## config.mk

```make
export PLATFORM = sky130hd
export DESIGN_NAME = prescaled_reload_timer
export DESIGN_NICKNAME = d
export VERILOG_FILES = /design/src/rtl/prt_pkg.sv /design/src/rtl/prt_core.sv /design/src/rtl/prescaled_reload_timer.sv
export SDC_FILE = /design/constraint.sdc
export NUM_CORES = 1
export LEC_CHECK = 0
export ABC_AREA = 1
export BUFFER_PORTS_ARGS = -buffer_cell sky130_fd_sc_hd__buf_4
export CAP_MARGIN = 15
export CORE_ASPECT_RATIO = 1.75
export CORE_MARGIN = 3
export CORE_UTILIZATION = 50
export CTS_CLUSTER_DIAMETER = 30
export DETAILED_ROUTE_END_ITERATION = 6
export PLACE_DENSITY = 0.72
export SYNTH_ARGS = -nofsm -noshare
export SYNTH_HDL_FRONTEND = slang
export SYNTH_SLANG_ARGS = --single-unit
```

## constraint.sdc

```tcl
create_clock -name clk -period 3.6 [get_ports clk]
set_input_delay 0.36 -clock clk [delete_from_list [all_inputs] [get_ports clk]]
set_output_delay 0.36 -clock clk [all_outputs]
set_load 0.1 [all_outputs]
```

## src/rtl/prt_pkg.sv

```systemverilog
// ----------------------------------------------------------------------------
// prt_pkg: shared types and constants of the prescaled reload timer
// Action and register codes, item and result records, counter width.
// ----------------------------------------------------------------------------
package prt_pkg;

    // Width of the main counter, prescale count, prescaler and reload (at most DATA_WIDTH)
    localparam int COUNT_WIDTH = 32;
    localparam int DATA_WIDTH  = 32;

    typedef enum logic [1:0] {
        ACT_TICK  = 2'd0,
        ACT_WRITE = 2'd1,
        ACT_READ  = 2'd2
    } action_t;

    typedef enum logic [2:0] {
        REG_ENABLE   = 3'd0,
        REG_IRQ_EN   = 3'd1,
        REG_STATUS   = 3'd2,
        REG_EVENT    = 3'd3,
        REG_COUNTER  = 3'd4,
        REG_PRESCALE = 3'd5,
        REG_RELOAD   = 3'd6
    } reg_sel_t;

    typedef logic [COUNT_WIDTH-1:0] count_t;

    typedef struct packed {
        logic [1:0]            action;
        logic [2:0]            reg_select;
        logic [DATA_WIDTH-1:0] write_data;
    } prt_item_t;

    typedef struct packed {
        logic [DATA_WIDTH-1:0] read_data;
        logic                  update_event;
        logic                  irq;
    } prt_result_t;

endpackage

```

## src/rtl/prt_core.sv

```systemverilog
// ----------------------------------------------------------------------------
// prt_core: timer register file and counting logic
// Applies one item per fire strobe to the timer state and returns its result.
// ----------------------------------------------------------------------------
module prt_core (
    input  logic                 clk,
    input  logic                 rst_n,
    input  logic                 fire,
    input  prt_pkg::prt_item_t   item,
    output prt_pkg::prt_result_t result
);
    import prt_pkg::*;

    logic   count_enable_reg, count_enable_next;
    logic   irq_enable_reg,   irq_enable_next;
    logic   update_flag_reg,  update_flag_next;
    count_t main_count_reg,     main_count_next;
    count_t prescale_count_reg, prescale_count_next;
    count_t prescale_limit_reg, prescale_limit_next;
    count_t reload_value_reg,   reload_value_next;

    count_t wdata;
    logic   evt;
    logic [DATA_WIDTH-1:0] rdata;

    assign wdata = item.write_data[COUNT_WIDTH-1:0];

    always_comb
    begin
        count_enable_next   = count_enable_reg;
        irq_enable_next     = irq_enable_reg;
        update_flag_next    = update_flag_reg;
        main_count_next     = main_count_reg;
        prescale_count_next = prescale_count_reg;
        prescale_limit_next = prescale_limit_reg;
        reload_value_next   = reload_value_reg;
        evt                 = 1'b0;
        rdata               = '0;

        case (action_t'(item.action))
            ACT_TICK:
            begin
                if (count_enable_reg)
                begin
                    if (prescale_count_reg != prescale_limit_reg)
                    begin
                        prescale_count_next = prescale_count_reg + count_t'(1);
                    end
                    else
                    begin
                        prescale_count_next = '0;
                        if (main_count_reg == reload_value_reg)
                        begin
                            main_count_next  = '0;
                            update_flag_next = 1'b1;
                            evt              = 1'b1;
                        end
                        else
                        begin
                            main_count_next = main_count_reg + count_t'(1);
                        end
                    end
                end
            end
            ACT_WRITE:
            begin
                case (reg_sel_t'(item.reg_select))
                    REG_ENABLE:   count_enable_next   = item.write_data[0];
                    REG_IRQ_EN:   irq_enable_next     = item.write_data[0];
                    REG_STATUS:   update_flag_next    = item.write_data[0];
                    REG_EVENT:
                    begin
                        if (item.write_data[0])
                        begin
                            main_count_next     = '0;
                            prescale_count_next = '0;
                        end
                    end
                    REG_COUNTER:  main_count_next     = wdata;
                    REG_PRESCALE: prescale_limit_next = wdata;
                    REG_RELOAD:   reload_value_next   = wdata;
                    default:      ;
                endcase
            end
            ACT_READ:
            begin
                case (reg_sel_t'(item.reg_select))
                    REG_ENABLE:   rdata = DATA_WIDTH'(count_enable_reg);
                    REG_IRQ_EN:   rdata = DATA_WIDTH'(irq_enable_reg);
                    REG_STATUS:   rdata = DATA_WIDTH'(update_flag_reg);
                    REG_COUNTER:  rdata = DATA_WIDTH'(main_count_reg);
                    REG_PRESCALE: rdata = DATA_WIDTH'(prescale_limit_reg);
                    REG_RELOAD:   rdata = DATA_WIDTH'(reload_value_reg);
                    default:      rdata = '0;
                endcase
            end
            default: ;
        endcase
    end

    assign result.read_data    = rdata;
    assign result.update_event = evt;
    assign result.irq          = update_flag_next & irq_enable_next;

    always_ff @(posedge clk or negedge rst_n)
    begin
        if (!rst_n)
        begin
            count_enable_reg   <= 1'b0;
            irq_enable_reg     <= 1'b0;
            update_flag_reg    <= 1'b0;
            main_count_reg     <= '0;
            prescale_count_reg <= '0;
            prescale_limit_reg <= '0;
            reload_value_reg   <= '1;
        end
        else if (fire)
        begin
            count_enable_reg   <= count_enable_next;
            irq_enable_reg     <= irq_enable_next;
            update_flag_reg    <= update_flag_next;
            main_count_reg     <= main_count_next;
            prescale_count_reg <= prescale_count_next;
            prescale_limit_reg <= prescale_limit_next;
            reload_value_reg   <= reload_value_next;
        end
    end

    // A disabled tick leaves both counts alone
    a_idle_tick: assert property (@(posedge clk) disable iff (!rst_n)
        fire && item.action == ACT_TICK && !count_enable_reg
        |=> $stable(main_count_reg) && $stable(prescale_count_reg))
        else $error("disabled tick moved a count");

    // An update event leaves both counts at zero and the flag set
    a_wrap: assert property (@(posedge clk) disable iff (!rst_n)
        fire && result.update_event
        |=> main_count_reg == '0 && prescale_count_reg == '0 && update_flag_reg)
        else $error("update event without wrap");

    // Only writes touch the prescaler and reload registers
    a_limits: assert property (@(posedge clk) disable iff (!rst_n)
        fire && item.action != ACT_WRITE
        |=> $stable(prescale_limit_reg) && $stable(reload_value_reg))
        else $error("limit register changed outside a write");

endmodule

```

## src/rtl/prescaled_reload_timer.sv

```systemverilog
// ----------------------------------------------------------------------------
// prescaled_reload_timer: up-counting timer with prescaler and auto-reload
// Input register, single-pass register/counter logic, output register.
// ----------------------------------------------------------------------------
// Usage:
//   Input channel (in_valid / in_stall) carries one item per accepted edge:
//   a tick of the timer clock, a register write or a register read, chosen
//   by action, with reg_select and write_data.
//   Output channel (out_valid / out_stall) returns exactly one result per
//   item, in order: read_data, update_event and irq.
//   Order: an accepted item sits in the input register until the output
//   register can take its result; then it is applied to the timer state and
//   its result is on the output ports until taken. Throughput: one item per
//   clock while the receiver does not stall.
//   When the receiver stalls, the output register holds its result; one more
//   item is taken into the input register, then in_stall rises until the
//   output register drains. No item is lost or repeated.
//   Reset (rst_n low, asynchronous) empties both registers and restores the
//   timer: disabled, flag clear, counts and prescaler zero, reload all ones.
// ----------------------------------------------------------------------------
module prescaled_reload_timer (
    input  logic                           clk,
    input  logic                           rst_n,
    input  logic                           in_valid,
    output logic                           in_stall,
    input  logic [1:0]                     action,
    input  logic [2:0]                     reg_select,
    input  logic [prt_pkg::DATA_WIDTH-1:0] write_data,
    output logic                           out_valid,
    input  logic                           out_stall,
    output logic [prt_pkg::DATA_WIDTH-1:0] read_data,
    output logic                           update_event,
    output logic                           irq
);
    import prt_pkg::*;

    // Input register stage
    logic      s1_valid_reg, s1_valid_next;
    prt_item_t s1_item_reg;

    // Output register stage
    logic        out_valid_reg, out_valid_next;
    prt_result_t out_res_reg;
    prt_result_t core_res;

    logic in_take;   // item taken into the input register
    logic s1_adv;    // held item applied and its result registered

    assign s1_adv  = s1_valid_reg && (!out_valid_reg || !out_stall);
    assign in_stall = s1_valid_reg && !s1_adv;
    assign in_take  = in_valid && !in_stall;

    always_comb
    begin
        s1_valid_next = s1_valid_reg;
        if (in_take)
            s1_valid_next = 1'b1;
        else if (s1_adv)
            s1_valid_next = 1'b0;

        out_valid_next = out_valid_reg;
        if (s1_adv)
            out_valid_next = 1'b1;
        else if (out_valid_reg && !out_stall)
            out_valid_next = 1'b0;
    end

    always_ff @(posedge clk or negedge rst_n)
    begin
        if (!rst_n)
        begin
            s1_valid_reg  <= 1'b0;
            out_valid_reg <= 1'b0;
        end
        else
        begin
            s1_valid_reg  <= s1_valid_next;
            out_valid_reg <= out_valid_next;
        end
    end

    // Payload registers, no reset needed
    always_ff @(posedge clk)
    begin
        if (in_take)
        begin
            s1_item_reg.action     <= action;
            s1_item_reg.reg_select <= reg_select;
            s1_item_reg.write_data <= write_data;
        end
        if (s1_adv)
            out_res_reg <= core_res;
    end

    prt_core u_core (
        .clk    (clk),
        .rst_n  (rst_n),
        .fire   (s1_adv),
        .item   (s1_item_reg),
        .result (core_res)
    );

    assign out_valid    = out_valid_reg;
    assign read_data    = out_res_reg.read_data;
    assign update_event = out_res_reg.update_event;
    assign irq          = out_res_reg.irq;

    // Back-pressure only with a held item
    a_stall_held: assert property (@(posedge clk) disable iff (!rst_n)
        in_stall |-> s1_valid_reg)
        else $error("stall with empty input register");

    // Full pipe with a stalled receiver must push back
    a_full_stall: assert property (@(posedge clk) disable iff (!rst_n)
        out_valid_reg && out_stall && s1_valid_reg |-> in_stall)
        else $error("input taken while pipe is full");

    // An applied item always puts its result in the output register
    a_out_fill: assert property (@(posedge clk) disable iff (!rst_n)
        s1_adv |=> out_valid_reg)
        else $error("applied item produced no result");

endmodule
```

# After elaboration in Yosys (flattened, before gate mapping)
# Cells that the tools add are included.
[totals]
reg_bits = 204
latchBits = 0
ram_bits = 0
mem_bits_ro = 0
output_inout_bits = 36
n_memories = 0
[classes]
n_addsub = 2
n_mul = 0
n_div = 0
magnitude_cmp = 0
n_eq_ne = 16
n_shift = 0
n_mux = 23
bitwise_logic = 3
n_reduce_logical = 20
[ops]
columns = ["operator", "count"]
rows = [
  ["32-bit two-way mux", 7],
  ["32-bit case mux with 2 select lines", 3],
  ["32-bit case mux with 6 select lines", 1],
  ["32-bit by 1-bit adder with 32-bit output (second input constant)", 2],
  ["32-bit equality test", 1],
  ["32-bit != test", 1],
  ["1-bit two-way mux", 11],
  ["3-bit equality test (second input constant)", 3],
  ["3-bit AND reduction", 3],
  ["3-bit by 2-bit equality test with 1-bit output (second input constant)", 2],
  ["6-bit AND reduction", 1],
  ["2-bit nonzero test", 3],
  ["5-bit AND reduction", 1],
  ["1-bit logical AND", 4],
  ["1-bit logical NOT", 4],
  ["2-bit by 1-bit != test with 1-bit output (second input constant)", 2],
  ["2-bit != test (second input constant)", 2],
  ["3-bit by 1-bit equality test with 1-bit output (second input constant)", 1],
  ["3-bit logical NOT", 1],
  ["3-bit by 1-bit != test with 1-bit output (second input constant)", 1],
  ["3-bit != test (second input constant)", 1],
  ["3-bit OR reduction", 1],
  ["2-bit by 1-bit equality test with 1-bit output (second input constant)", 1],
  ["2-bit equality test (second input constant)", 1],
  ["other kinds (5)", 6],
]

# Depth between registers and ports, before layout
# Gate-level depths: netlist of the first run.
[logic_depth]
depth_word = 8
depth_mapped = 14
ltp_nobuf = 14

# Hierarchy
# From an unflattened synthesis of the first run, not the netlist that was laid out.
[unflattened]
cells_unflattened = 1597
area_unflattened_um2 = 11516.0
[by_module_without_submodules]
columns = ["module", "instances", "cells_each", "area_per_inst_um2", "seq_area_each_um2"]
rows = [
  ["prt_core", 1, 1514, 9288.9, 3318.2],
  ["prescaled_reload_timer", 1, 83, 2227.1, 2182.1],
]

# Worst setup path before layout of the first run
# Ideal clock, no wire load.
[synth_timing]
kind = "reg2reg"
start = "register out_valid_reg (netlist: out_valid)"
end = "register s1_item_reg[0] (netlist bit) (enable)"
setup_time_ps = 425
arrival_ps = 3158
required_time_ps = 3175
slack_ps = 17
stages_incl_launch_ff = 6
path_buffers = 0
synth_period_minus_slack_ps = 3583
cell_sequence = "dfrtp_1 -> nand2_1 -> nor2_1 -> inv_1 -> nand2_1 -> inv_1"
[synth_via]
elab_chain_cells = 7
[synth_rtl]
columns = ["item", "line", "source"]
rows = [
  ["start: declaration", "prescaled_reload_timer.sv:42", "logic out_valid_reg, out_valid_next;"],
  ["start signal: assignment", "prescaled_reload_timer.sv:78", "out_valid_reg <= out_valid_next;"],
  ["1-bit logical NOT", "prescaled_reload_timer.sv:49", "assign s1_adv = s1_valid_reg && (!out_valid_reg || !out_stall);"],
  ["1-bit logical OR", "prescaled_reload_timer.sv:49", ""],
  ["1-bit logical AND", "prescaled_reload_timer.sv:49", ""],
  ["1-bit logical NOT", "prescaled_reload_timer.sv:50", "assign in_stall = s1_valid_reg && !s1_adv;"],
  ["1-bit logical AND", "prescaled_reload_timer.sv:50", ""],
  ["named net in_stall", "prescaled_reload_timer.sv:25", "output logic in_stall,"],
  ["1-bit logical NOT", "prescaled_reload_timer.sv:51", "assign in_take = in_valid && !in_stall;"],
  ["1-bit logical AND", "prescaled_reload_timer.sv:51", ""],
  ["named net in_take", "prescaled_reload_timer.sv:46", "logic in_take;"],
  ["end: declaration", "prescaled_reload_timer.sv:39", "prt_item_t s1_item_reg;"],
]
# The timed path passes the listed nets, and every way through them passes these cells.
# A chain may end at the register's enable or synchronous reset.

# Worst setup path after layout of the first run
[layout_timing]
start = "register s1_item_reg[33] (netlist bit)"
end = "register u_core.main_count_reg[31]"
[layout_via]
elab_chain_cells = 3
[layout_rtl]
columns = ["item", "line", "source"]
rows = [
  ["3-bit equality test or 3-bit by 2-bit equality test with 1-bit output (tied branches)", "prt_core.sv:67", "case (reg_sel_t'(item.reg_select))"],
  ["32-bit case mux with 2 select lines, or another cell as far along", "prt_core.sv:67", ""],
  ["32-bit case mux with 2 select lines or 6-bit AND reduction (tied branches)", "-", ""],
  ["end signal: assignment", "prt_core.sv:122", "main_count_reg <= main_count_next;"],
  ["end: declaration", "prt_core.sv:17", "count_t main_count_reg, main_count_next;"],
]
# Several ways; a longest one is shown, not always the timed one.

==> results.md, run 1 <==
- Total power: 8.564 mW
- Largest net degree at the start of global routing: 91
- Setup TNS: 0 ps
- Core area: 0.02216 mm2
- Synth Net Count: 1536
- RSZ-0062 raised after global routing: false
- Peak VDD IR: roughly 0.48 mV
- Top_reg_cell synth: dfrtp_1
- Placed cells: around 1800
- Routed len/inst: 16.60 um
- Max reg flops: 37
- Reg power frac: approximately two fifths
- Htree depth: 2
- Starting Density: 50.95%
- Post-synth EDFFs: 71
- I/O pin count: 77
- Final Hold Fails: 0
- Via count: 9896
- Leakage: about 6.2 nW
- Die Wd: 119.6 um
- Hold buffer count at CTS: 1
- Worst hold path type: primary input to flip-flop
- Clk sink count: 204
- CP Capture Type: flip-flop
- Post-CTS resize count: 0
- Clock skew: about 11 ps
- Drt pass-1 iters: 6
- GPL Wtd Cong: 1.005
- Number of max-cap violations: 0
- Vias in the first global route: ~9600
- Num CTS Buffers: 36
- Final worst-path cycle share: 71.69%
- Status: finished, final reports clean
- Least-Margin Pin Slew: 896.2 ps
- Number of buffers added on ports: 76
- WS Path Type: flip-flop to flip-flop
- Max Freq: 387.5 MHz
- Antenna-violating nets left: 0
- Yosys warns: 0
- FFs w/ async S/R, synth: 65.20%
- Critical Path AT: 2970 ps
- Vias/cell: 5.236
- Synthesis-stage register bit count: 204
- First-pass GRT wire length: 50050 um
- Final WL: around 31000 um
- Sw power: 2.907 mW
- GRT Overall Usage: 26.03%
- Total die area: 0.02449 mm2
- Clock root buffer: clkbuf_16
- Netlist cell types: 40
- Clock share of power: 39.2%
- Power per cell area: ~640 mW/mm2
- Nets: about 1600
- Synthesized area: 0.01129 mm2
- Syn Inst Count: 1493
- Net Sw Frac: 33.94%
- Clock slew at reported path FFs: ~50 ps
- Initial antenna violation count: 0
- Worst skew pair latency: 510 ps
- First DRT Iteration DRCs: 736
- Die Y: 204.8 um
- Power share of the combinational group: 21.2%
- DP HPWL: 22800 um
- GR Overflow Total: 0
- Avg Cell Area, Syn: 7.563 um2
- Pins over their slew limit: 0
- Largest fanout on the critical path: 32
- Setup crit start kind: flip-flop
- Slew margin rel.: between 40% and 50%
- Seq/Total Area, Yosys: 48.71%
- Row count: 72
- CP required: 3990 ps
- Post-Layout Cell Count: roughly 1900
- Diodes inserted: 0
- DRC viols: 0
- Area after DPL: 0.01212 mm2
- Post-CTS repair timing setup buffer count: 0
- Layout area overhead: 17.98%
- CTS tree: yes
- Layout cells sized above 1: about an eighth
- Final Instance Area: approximately 0.013 mm2
- Int Power: roughly 5.7 mW
- Fin crit period: 2581 ps
- Clk buf depth: 3
- Final Setup Violations: 0
- FILL cells: 2019
placed cells by master, fill, tap and decap left out, types with 3 or more instances in the layout:
| cell type | n |
|---|---|
| a21oi_1 | 5 |
| buf_4 | 88 |
| clkbuf_1 | 3 |
| clkbuf_16 | 38 |
| clkinv_2 | 4 |
| clkinv_4 | 5 |
| clkinvlp_4 | 3 |
| dfrtp_1 | 101 |
| dfstp_2 | 32 |
| edfxtp_1 | 71 |
| inv_1 | 164 |
| inv_2 | 12 |
| inv_6 | 6 |
| inv_8 | 3 |
| nand2_1 | 597 |
| nand3_1 | 63 |
| nand3b_1 | 13 |
| nand4_1 | 15 |
| nor2_1 | 137 |
| nor2_4 | 3 |
| nor3_1 | 22 |
| o211ai_1 | 10 |
| o21ai_0 | 84 |
| o221ai_1 | 14 |
| xnor2_1 | 43 |
| xor2_1 | 31 |
Yosys cell counts (2+ instances only):
master	number	area (um2)
buf_6	3	33.78
o22ai_1	2	12.51
nand3_1	63	315.3
nor3_1	22	110.1
nand4_1	15	93.84
inv_2	12	45.04
nand2_1	597	2241
dfstp_2	32	840.8
ha_1	2	25.02
nand2_2	2	12.51
buf_1	4	15.01
nand3b_1	13	97.59
inv_1	164	615.6
o21ai_0	84	420.4
xor2_1	31	271.5
nor2_1	139	521.8
nor2_4	2	22.52
o211ai_1	10	75.07
edfxtp_1	71	2132
nand2_4	2	22.52
o221ai_1	14	122.6
buf_2	12	60.06
dfrtp_1	101	2527
clkbuf_2	2	10.01
clkbuf_1	32	120.1
a21oi_1	5	25.02
nor4_1	2	12.51
xnor2_1	43	376.6
power groups by stage:
stage | logic, mW | registers, mW | clock network, mW
floorplan | 1.18 | 3.53 | 0
global placement | 1.77 | 3.41 | 0
detailed placement | 1.81 | 3.42 | 0
CTS | 1.83 | 3.38 | 3.41
global route | 2.06 | 3.46 | 3.50
finish | 1.82 | 3.40 | 3.35
cell type report:
type                       count  area (um2)  share of cell area [%]
clock buffer                  41       962.2                   7.222
clock inverter                23       232.7                   1.747
inverter                     177       664.4                   4.987
multi-input combinational   1058        4891                   36.71
sequential                   204        5500                   41.28
tap                          296       370.4                   2.780
timing repair buffer          91       701.9                   5.269
worst paths after layout:
kind	end	from	depth (start not counted)	slack, ps
max	u_core.main_count_reg[31]	s1_item_reg[33]	7	1020
min	s1_item_reg[25]	write_data[25]	1	30
max in group asynchronous	u_core.reload_value_reg[18]	rst_n	3	2230
max reg2reg	u_core.main_count_reg[31]	s1_item_reg[33]	7	1020
min reg2reg	u_core.reload_value_reg[16]	u_core.reload_value_reg[16]	2	500
min in group asynchronous	u_core.update_flag_reg	rst_n	2	500
metrics by stage:
stage	setup WS (ps)	utilization (%)	hold WS, ps
4_1_cts	1045	60.12	6.469
5_1_grt	805.4	60.12	4.891
3_5_place_dp	1089	54.68	488.8
3_3_place_gp	1120	54.68	482.2
2_1_floorplan	17.08	-	64.41
6_report	1019	60.12	26.14
critical path, stage by stage (launching register included):
cell	delay [ps]
edfxtp_1	440
nor2_1	240
nand2_1	130
inv_1	350
o21bai_2	190
nand3b_2	770
nand2_1	250
nand2_1	70
per-layer routing:
metal  GRT usage, %  up-vias  routed length (um)
met4          14.75        0                1967
met2          44.62      358               15480
li1               -     4840                   -
met5              0        -                   0
met1          31.49     4598               12330
met3          3.370      100                1603
logic make-up after synthesis:
logic type	count (synthesis)	synth area share (%)
and+or+nand+nor	862	31.08
buffers and inverters	231	8.066
DFF	204	48.71
AOI/OAI and AO/OA	120	6.183
xor gates and xnor gates	74	5.740
adders and majority gates	2	0.2216
No activity file was read; power rests on OpenSTA's default activity.
==> inputs of run 2 (changes only) <==
Settings changed: PLACE_DENSITY 0.72 to 0.75.
Clock period 3.6 ns to 2.2 ns, I/O delays scaled along.
==> run 2 against run 1 <==
First-iteration DRC count is 10% higher. Non-clock buffer count is 70 higher. Die area stayed put. Clock power is 59% higher. Clock skew is 3.4 ps higher. Total power is 64% higher.
==> results.md, run 2 (synthesis results as in run 1) <==
- Placed cells: 1856 (+1.7%)
- Final worst-path cycle share: 92.84% (+21 points)
- Die Y: 204.8 um (unchanged)
- Clk buf depth: 3 (unchanged)
- Routed len/inst: 16.47 um (-0.82%)
- Worst hold margin: 220.8 ps (+194.7 ps)
- CP most frequent cell: nand2_1
- Number of buffers added on ports: 76 (unchanged)
- Post-CTS repair timing setup buffer count: 0 (unchanged)
- R2R setup slack: 160 ps (-860 ps)
- Die Wd: 119.6 um (unchanged)
- Antenna-violating nets left: 0 (unchanged)
- Commonest non-fill, non-tap cell in the layout: nand2_1
- Status: finished, final reports clean
- Clk sink count: 204 (unchanged)
- Initial antenna violation count: 0 (unchanged)
- Pins over their slew limit: 0 (unchanged)
- I/O pin count: 77 (unchanged)
- Clock root buffer: clkbuf_16
- Max reg flops: 37 (unchanged)
- Leakage: 6.528 nW (+5.3%)
- Total power: 14.06 mW (+64%)
- Num CTS Buffers: 34 (-5.6%)
- FILL cells: 1936 (-4.1%)
- Vias in the first global route: 10050 (+5.1%)
- Layout cells sized above 1: 14.80% (+1.7 points)
- First DRT Iteration DRCs: 810 (+10%)
- Starting Density: 50.95% (unchanged)
- Largest net degree at the start of global routing: 65 (-29%)
- CP Capture Point: u_core.main_count_reg[26]
- CP required: 2650 ps (-1340 ps)
- Power per cell area: 1000 mW/mm2 (+56%)
- Fin crit period: 2042 ps (-538.2 ps)
- Via count: 10190 (+3.0%)
- Reg-to-Reg End: u_core.main_count_reg[26]
- Final WL: 32240 um (+2.7%)
- Core area: 0.02216 mm2 (unchanged)
- CP startpoint: u_core.prescale_count_reg[22]
- Setup crit start kind: flip-flop
- Slew margin rel.: 60.02% (+20 points)
- Drt pass-1 iters: 6 (unchanged)
- Worst skew pair latency: 520 ps (about the same)
- Nets: 1679 (+4.2%)
- Max Freq: 489.6 MHz (+26%)
- Post-Layout Cell Count: 1958 (+3.6%)
- WS Path Type: flip-flop to flip-flop
- GPL Wtd Cong: 0.9731 (-3.2%)
- Htree depth: 2 (unchanged)
- Commonest non-fill, non-tap cells in the layout: 593 x nand2_1, 164 x inv_1, 134 x nor2_1
- Diodes inserted: 0 (unchanged)
- CTS tree: yes
- Final Hold Fails: 0 (unchanged)
- R2R cell count: 14 (+7)
- First-pass GRT wire length: 51860 um (+3.6%)
- RR Startpoint: u_core.prescale_count_reg[22]
- DP HPWL: 23310 um (+2.3%)
- Layout area overhead: 24.43%
- Clock slew at reported path FFs: 60 ps (about the same)
- Crit path max-delay cell type: dfrtp_1
- Critical Path AT: 2490 ps (-480 ps)
- Worst hold path type: primary input to asynchronous set/reset pin
- Clock skew: 14.51 ps (+3.375 ps)
- Row count: 72 (unchanged)
- GR Overflow Total: 0 (unchanged)
- GRT Overall Usage: 26.94% (+0.91 points)
- Least-Margin Pin Slew: 599.6 ps (-296.5 ps)
- CP Capture Type: flip-flop
- Peak VDD IR: 0.5954 mV (+23%)
- DRC viols: 0 (unchanged)
- Number of max-cap violations: 0 (unchanged)
- Setup TNS: 0 ps (unchanged)
- Cells along the critical path: inv_1 > nand2_1 > nand2_1 > nand2_1 > nor2_1 > nand2_1 > nor2_4 > nand2_8 > nand2_4 > nand2_2 > nor2_8 > buf_12 > nand2_1 > nand2_1
- Total die area: 0.02449 mm2 (unchanged)
- Worst path max stage delay: 460 ps (-310 ps)
- Final Setup Violations: 0 (unchanged)
- Largest fanout on the critical path: 32 (unchanged)
- Vias/cell: 5.204 (-0.61%)
[run 2: cell types whose count changed in the layout (fill, tap and decap cells not counted), moves of 2 or more]
cell,previous run,this run
dlygate4sd3_1,1,40
buf_4,88,114
buf_12,1,6
nand2_1,597,593
clkinv_4,5,2
nand2_2,2,5
nor2_1,137,134
clkbuf_8,0,2
clkinv_1,1,3
dfrtp_1,101,99
inv_8,3,1
nor2_4,3,5
[run 2: worst max-delay path, delay by kind of cell, from the launching register on]
| kind | cells | cell delay [ps] |
|---|---|---|
| buffers and inverters | 2 | 340 |
| DFF | 1 | 460 |
| and+or+nand+nor | 12 | 1120 |
[run 2: stage by stage]
stage | setup WS, ps | util, % | cell area [um2]
floorplan | -154.9 | - | 11390
global placement | 131.7 | 56.25 | 12470
detailed placement | 112.9 | 56.25 | 12470
CTS | 67.29 | 63.32 | 14030
global route | -8.675 | 63.40 | 14050
finish | 157.5 | 63.40 | 14050
[run 2: cell type report]
cell class / count / area, um2 / share of cell area (%)
clock buffers: 44 / 1015 / 7.222
clock inverters: 18 / 152.6 / 1.086
inverters: 177 / 666.9 / 4.746
multi-input cells: 1058 / 4954 / 35.25
flip-flops and latches: 204 / 5505 / 39.18
well taps: 296 / 370.4 / 2.636
repair buffers: 161 / 1388 / 9.875
[run 2: worst min path at each step]
stage | from | end | slack (ps) | cells past startpoint
after floorplan | rst_n | s1_valid_reg | -80 | 0
after global placement | rst_n | u_core.prescale_count_reg[21] | 200 | 1
after detailed placement | rst_n | u_core.prescale_count_reg[21] | 210 | 1
after CTS | rst_n | u_core.prescale_count_reg[21] | 240 | 2
after global routing | rst_n | u_core.prescale_count_reg[21] | 270 | 2
final | rst_n | u_core.prescale_count_reg[21] | 220 | 2
[run 2: what timing repair did]
item	CTS	global route
hold buffers	40	0
endpoints found under the setup margin	0	22
endpoints found under the hold margin	72	0
resized for setup	0	4
[run 2: metal layers]
layer	wire (um)	vias to the layer above	global-route usage, %
met4	1813	0	14.87
met5	0	-	0
met1	12620	4768	32.39
met3	1652	91	3.564
met2	16160	355	46.54
li1	-	4975	-
[run 2: power breakdown]
group          switching, mW  internal (mW)
registers              0.757           4.77
clock network           1.93           3.41
logic                   2.02           1.17
